## src/rtl/sorted_table_binary_search_macros.svh

```systemverilog
// Assertion macros for the sorted table search RTL.
`ifndef SORTED_TABLE_BINARY_SEARCH_MACROS_SVH
`define SORTED_TABLE_BINARY_SEARCH_MACROS_SVH

`ifndef SYNTHESIS
// Same-cycle implication, sampled on the rising clock edge outside reset.
`define STS_ASSERT_IMPLY(label, clk, rst_n, ante, cons) \
    label: assert property (@(posedge clk) disable iff (!(rst_n)) (ante) |-> (cons)) \
        else $error("sorted table search: implication check failed");
// Next-cycle implication, sampled on the rising clock edge outside reset.
`define STS_ASSERT_NEXT(label, clk, rst_n, ante, cons) \
    label: assert property (@(posedge clk) disable iff (!(rst_n)) (ante) |=> (cons)) \
        else $error("sorted table search: next-cycle check failed");
`else
`define STS_ASSERT_IMPLY(label, clk, rst_n, ante, cons)
`define STS_ASSERT_NEXT(label, clk, rst_n, ante, cons)
`endif

`endif

```

## src/rtl/sts_pkg.sv

```systemverilog
// Shared constants and controller/datapath interface types for the table search.
`default_nettype none

package sts_pkg;

    // Field widths of the streaming items.
    localparam int IDX_W  = 10;
    localparam int DATA_W = 32;

    // Default number of table entries.
    localparam int TABLE_DEPTH_DEF = 1024;

    // Item kinds carried in s_tuser.
    localparam logic CMD_WRITE  = 1'b0;
    localparam logic CMD_SEARCH = 1'b1;

    // Commands from the controller to the datapath.
    typedef struct packed {
        logic write;   // store the incoming entry in the table
        logic load;    // latch target and range of a new search
        logic probe;   // issue a table read at the midpoint
        logic record;  // remember that the probed entry matched
        logic step;    // narrow the range after a miss
        logic finish;  // move the outcome to the output register
    } sts_cmd_t;

    // Status from the datapath to the controller.
    typedef struct packed {
        logic empty;   // the search range holds no entry
        logic hit;     // the probed entry equals the target
    } sts_status_t;

endpackage

`default_nettype wire

```

## src/rtl/sts_ctrl.sv

```systemverilog
// Controller state machine that sequences table writes and search probes.
`default_nettype none

module sts_ctrl (
    input  wire logic                aclk,
    input  wire logic                aresetn,
    input  wire logic                s_tvalid,
    output logic                     s_tready,
    input  wire logic                s_tuser,
    output logic                     m_tvalid,
    input  wire logic                m_tready,
    output sts_pkg::sts_cmd_t        cmd,
    input  wire sts_pkg::sts_status_t status
);

    typedef enum logic [1:0] {
        ST_IDLE,
        ST_PROBE,
        ST_COMPARE,
        ST_FINISH
    } state_t;

    state_t state_reg;
    state_t state_next;
    logic   m_tvalid_reg;
    logic   m_tvalid_next;
    logic   in_xfer;

    // New items are taken only between searches; a waiting result does not block.
    assign s_tready = (state_reg == ST_IDLE);
    assign in_xfer  = s_tvalid && s_tready;
    assign m_tvalid = m_tvalid_reg;

    // Next-state and command decode.
    always_comb begin
        state_next    = state_reg;
        m_tvalid_next = m_tvalid_reg && !m_tready;
        cmd           = '0;
        case (state_reg)
            ST_IDLE: begin
                if (in_xfer) begin
                    if (s_tuser == sts_pkg::CMD_SEARCH) begin
                        cmd.load   = 1'b1;
                        state_next = ST_PROBE;
                    end else begin
                        cmd.write = 1'b1;
                    end
                end
            end
            ST_PROBE: begin
                if (status.empty) begin
                    state_next = ST_FINISH;
                end else begin
                    cmd.probe  = 1'b1;
                    state_next = ST_COMPARE;
                end
            end
            ST_COMPARE: begin
                if (status.hit) begin
                    cmd.record = 1'b1;
                    state_next = ST_FINISH;
                end else begin
                    cmd.step   = 1'b1;
                    state_next = ST_PROBE;
                end
            end
            ST_FINISH: begin
                // Wait until the output register is free or being emptied.
                if (!m_tvalid_reg || m_tready) begin
                    cmd.finish    = 1'b1;
                    m_tvalid_next = 1'b1;
                    state_next    = ST_IDLE;
                end
            end
            default: begin
                state_next = ST_IDLE;
            end
        endcase
    end

    // State and output valid.
    always_ff @(posedge aclk) begin
        if (!aresetn) begin
            state_reg    <= ST_IDLE;
            m_tvalid_reg <= 1'b0;
        end else begin
            state_reg    <= state_next;
            m_tvalid_reg <= m_tvalid_next;
        end
    end

endmodule

`default_nettype wire

```

## config.mk

```make
export PLATFORM = sky130hd
export DESIGN_NAME = sts_ctrl
export DESIGN_NICKNAME = d
export VERILOG_FILES = /design/src/rtl/sorted_table_binary_search_macros.svh /design/src/rtl/sts_pkg.sv /design/src/rtl/sts_ctrl.sv
export SDC_FILE = /design/constraint.sdc
export NUM_CORES = 1
export LEC_CHECK = 0
export BUFFER_PORTS_ARGS = -buffer_cell sky130_fd_sc_hd__buf_2
export CAP_MARGIN = 20
export CORE_AREA = 5 5 42 44
export DETAILED_ROUTE_END_ITERATION = 8
export DIE_AREA = 0 0 47 49
export PLACE_DENSITY = 0.43
export SYNTH_ARGS = -nofsm -noshare
export SYNTH_HDL_FRONTEND = slang
export SYNTH_SLANG_ARGS = --single-unit
```

## constraint.sdc

```tcl
create_clock -name aclk -period 1.08 [get_ports aclk]
set_input_delay 0.108 -clock aclk [delete_from_list [all_inputs] [get_ports aclk]]
set_output_delay 0.108 -clock aclk [all_outputs]
set_load 0.01 [all_outputs]
```

==> results.sh <==
export IMPL_synth_seq_cells=3
export IMPL_crit_path_max_incr_delay_ps=370
export IMPL_p_sw_frac=0.284
export IMPL_dr_pass1_iters=2
export IMPL_finalCritPeriodShare=1.05
export IMPL_syn_avg_cell_area_sq_um=8.88
export IMPL_synthDistinctLibCells=16
export IMPL_grt_pass1_wl_um=910
export IMPL_antenna_found_initial=0
export IMPL_power_internal_uw=328
export IMPL_drt_total_wl_um=562
export IMPL_rsz0062_at_grt="true"
export IMPL_synth_cells=21
export IMPL_power_density_nw_per_um2=1290
export IMPL_min_period_ps=1140
export IMPL_hold_slack_ps=161
export IMPL_grt_pass1_vias=235
export IMPL_regArea_sq_um=67.6
export IMPL_crit_path_start_kind="register"
export IMPL_post_dp_cell_area_sq_um=267
export IMPL_wl_per_cell_um=10.0
export IMPL_die_h_um=49
export IMPL_fin_ws_ps=-58.1
export IMPL_multi_input_area_sq_um=139
export IMPL_crit_family="flip-flops"
export IMPL_final_cell_mix="13 x buf_2, 3 x clkbuf_4, 3 x buf_4"
export IMPL_worstPathMaxFanout=8
export IMPL_violations="negative setup slack"
export IMPL_ys_top_cells_by_area="dfxtp_1 32%, a2111oi_2 8.1%, a211oi_1 8.1%, nor3b_2 6.7%, a21oi_1 5.4%"
export IMPL_final_common_cell="buf_2"
export IMPL_clock_sinks=3
export IMPL_drive_above_1_share=0.700
export IMPL_synth_yosys_seq_area_share=0.322
export IMPL_relSlewSlack=0.808
export IMPL_finalSetupViolCount=6
export IMPL_worst_pin_slew_ps=286
export IMPL_synth_top_area_frac=0.322
export IMPL_drv_slew=0
export IMPL_cp_end_kind="output pin"
export IMPL_worstPathCellList="and2_4, and2_4, buf_6"
export IMPL_p_seq_frac=0.317
export IMPL_required_ps=970
export IMPL_slowest_stage="dfxtp_4"
export IMPL_hp_class="in -> reg"
export IMPL_synthesis_nets=28
export IMPL_cts_made_buffers=3
export IMPL_antennaDiodeCount=0
export IMPL_critPathBufInv=1
export IMPL_final_cell_area_sq_um=355
export IMPL_power_net_switching_uw=130
export IMPL_clkTransAtPathRegs_ps=40
export IMPL_io_pins=15
export IMPL_gp_congestion=0.639
export IMPL_clkLatencyLatePin_ps=230
export IMPL_htreeDepth=1
export IMPL_syn_area_sq_um=186
export IMPL_track_usage=0.0598
export IMPL_drcViolationCount=0
export IMPL_ant_nets=0
export IMPL_cts_tree="built"
export IMPL_clkPwrFrac=0.431
export IMPL_pwr_share_comb=0.251
export IMPL_critPathKind="reg -> out"
export IMPL_vias_per_cell=4.05
export IMPL_io_buffers=14
export IMPL_maxCapViolCount=0
export IMPL_dp_hpwl_um=406
export IMPL_fmax_mhz=879
export IMPL_path_common_cell="and2_4"
export IMPL_synth_largest_area_cell="dfxtp_1"
export IMPL_num_fill_cells=163
export IMPL_clockBufferDepth=2
export IMPL_ir_drop_mv=0.593
export IMPL_cts_root_buf="clkbuf_4"
export IMPL_cp_data_arrival_time_ps=1030
export IMPL_finalHoldViolCount=0
export IMPL_die_area_sq_um=2300
export IMPL_initial_core_util=0.133
export IMPL_skew_ps=0.538
export IMPL_yosys_warnings=0
export IMPL_dp_slack_ps=74.6
export IMPL_largest_reg_flops=2
export IMPL_drtIter0Drc=2
export IMPL_outcome="finished with violations"
export IMPL_syn_to_final_growth_pct=90.6
export IMPL_finalNetCount=48
export IMPL_grt_max_degree=9
export IMPL_cts_hold_buf=0
export IMPL_die_w_um=47
export IMPL_p_leak_nw=0.171
export IMPL_rows=14
export IMPL_core_sq_um=1400
export IMPL_num_vias=227
export IMPL_overflow=0
export IMPL_p_total_uw=458
-- cells in the mapped netlist (all sizes together) --
library cell / instances
buf: 2
and3: 1
a2111oi: 1
inv: 1
nor2: 1
a21oi: 2
nor3b: 2
dfxtp: 3
nand2b: 1
and3b: 1
and2: 2
nand2: 1
a211oi: 2
nor4b: 1
-- cell type report --
cell class,instances,share of cell area
Multi-Input combinational cell,15,0.391
Timing Repair Buffer,17,0.278
Sequential cell,3,0.190
Clock buffer,4,0.0739
Tap cell,16,0.0563
Inverter,1,0.0106
-- through the flow --
stage	utilization	setup TNS, ps	std cells
after floorplan	-	0	21
after global placement	0.190	0	49
after detailed placement	0.190	0	49
after CTS	0.235	-181	56
after global routing	0.254	-625	56
final	0.254	-199	56
-- worst paths after layout --
check	start	slack [ps]	endpoint	depth (start not counted)
worst min-delay path	aresetn	160	state_reg[0]	3
worst min register to register	m_tvalid	590	state_reg[0]	2
worst max-delay path	state_reg[1]	-60	cmd[0]	3
worst max register to register	state_reg[1]	-20	state_reg[0]	3
-- layer usage --
| layer | GRT usage | vias to the layer above | wire, um |
|---|---|---|---|
| li1 | - | 113 | - |
| met2 | 0.0679 | 18 | 233 |
| met4 | 0.0138 | 0 | 0 |
| met1 | 0.0635 | 96 | 217 |
| met3 | 0.0849 | 0 | 110 |
| met5 | 0 | - | 0 |
-- logic make-up (layout without fill, tap and decap cells) --
family                 after synthesis  count (layout)  share of synthesized area
buffers and inverters                3              22                     0.0738
flip-flops                           3               3                      0.322
AO/OA/AOI/OAI                        5               5                      0.215
AND/OR/NAND/NOR                     10              10                      0.389
-- worst min-delay path: stages --
cell and delay, ps:
buf_2 100, inv_1 100, a2111oi_2 40
-- repair_timing --
action,CTS,global route
gates resized for setup,5,5
buffers inserted,3,0
endpoints found under the setup margin,6,6
pin swaps,2,1
endpoints found under the hold margin,0,0
-- power groups by stage --
stage | clock network, mW | registers (mW) | logic, mW
floorplan | 0 | 0.124 | 0.0679
global placement | 0 | 0.139 | 0.0889
detailed placement | 0 | 0.140 | 0.0866
CTS | 0.208 | 0.139 | 0.104
global route | 0.227 | 0.148 | 0.128
finish | 0.197 | 0.145 | 0.115
Power figures use the tool's default switching activity.
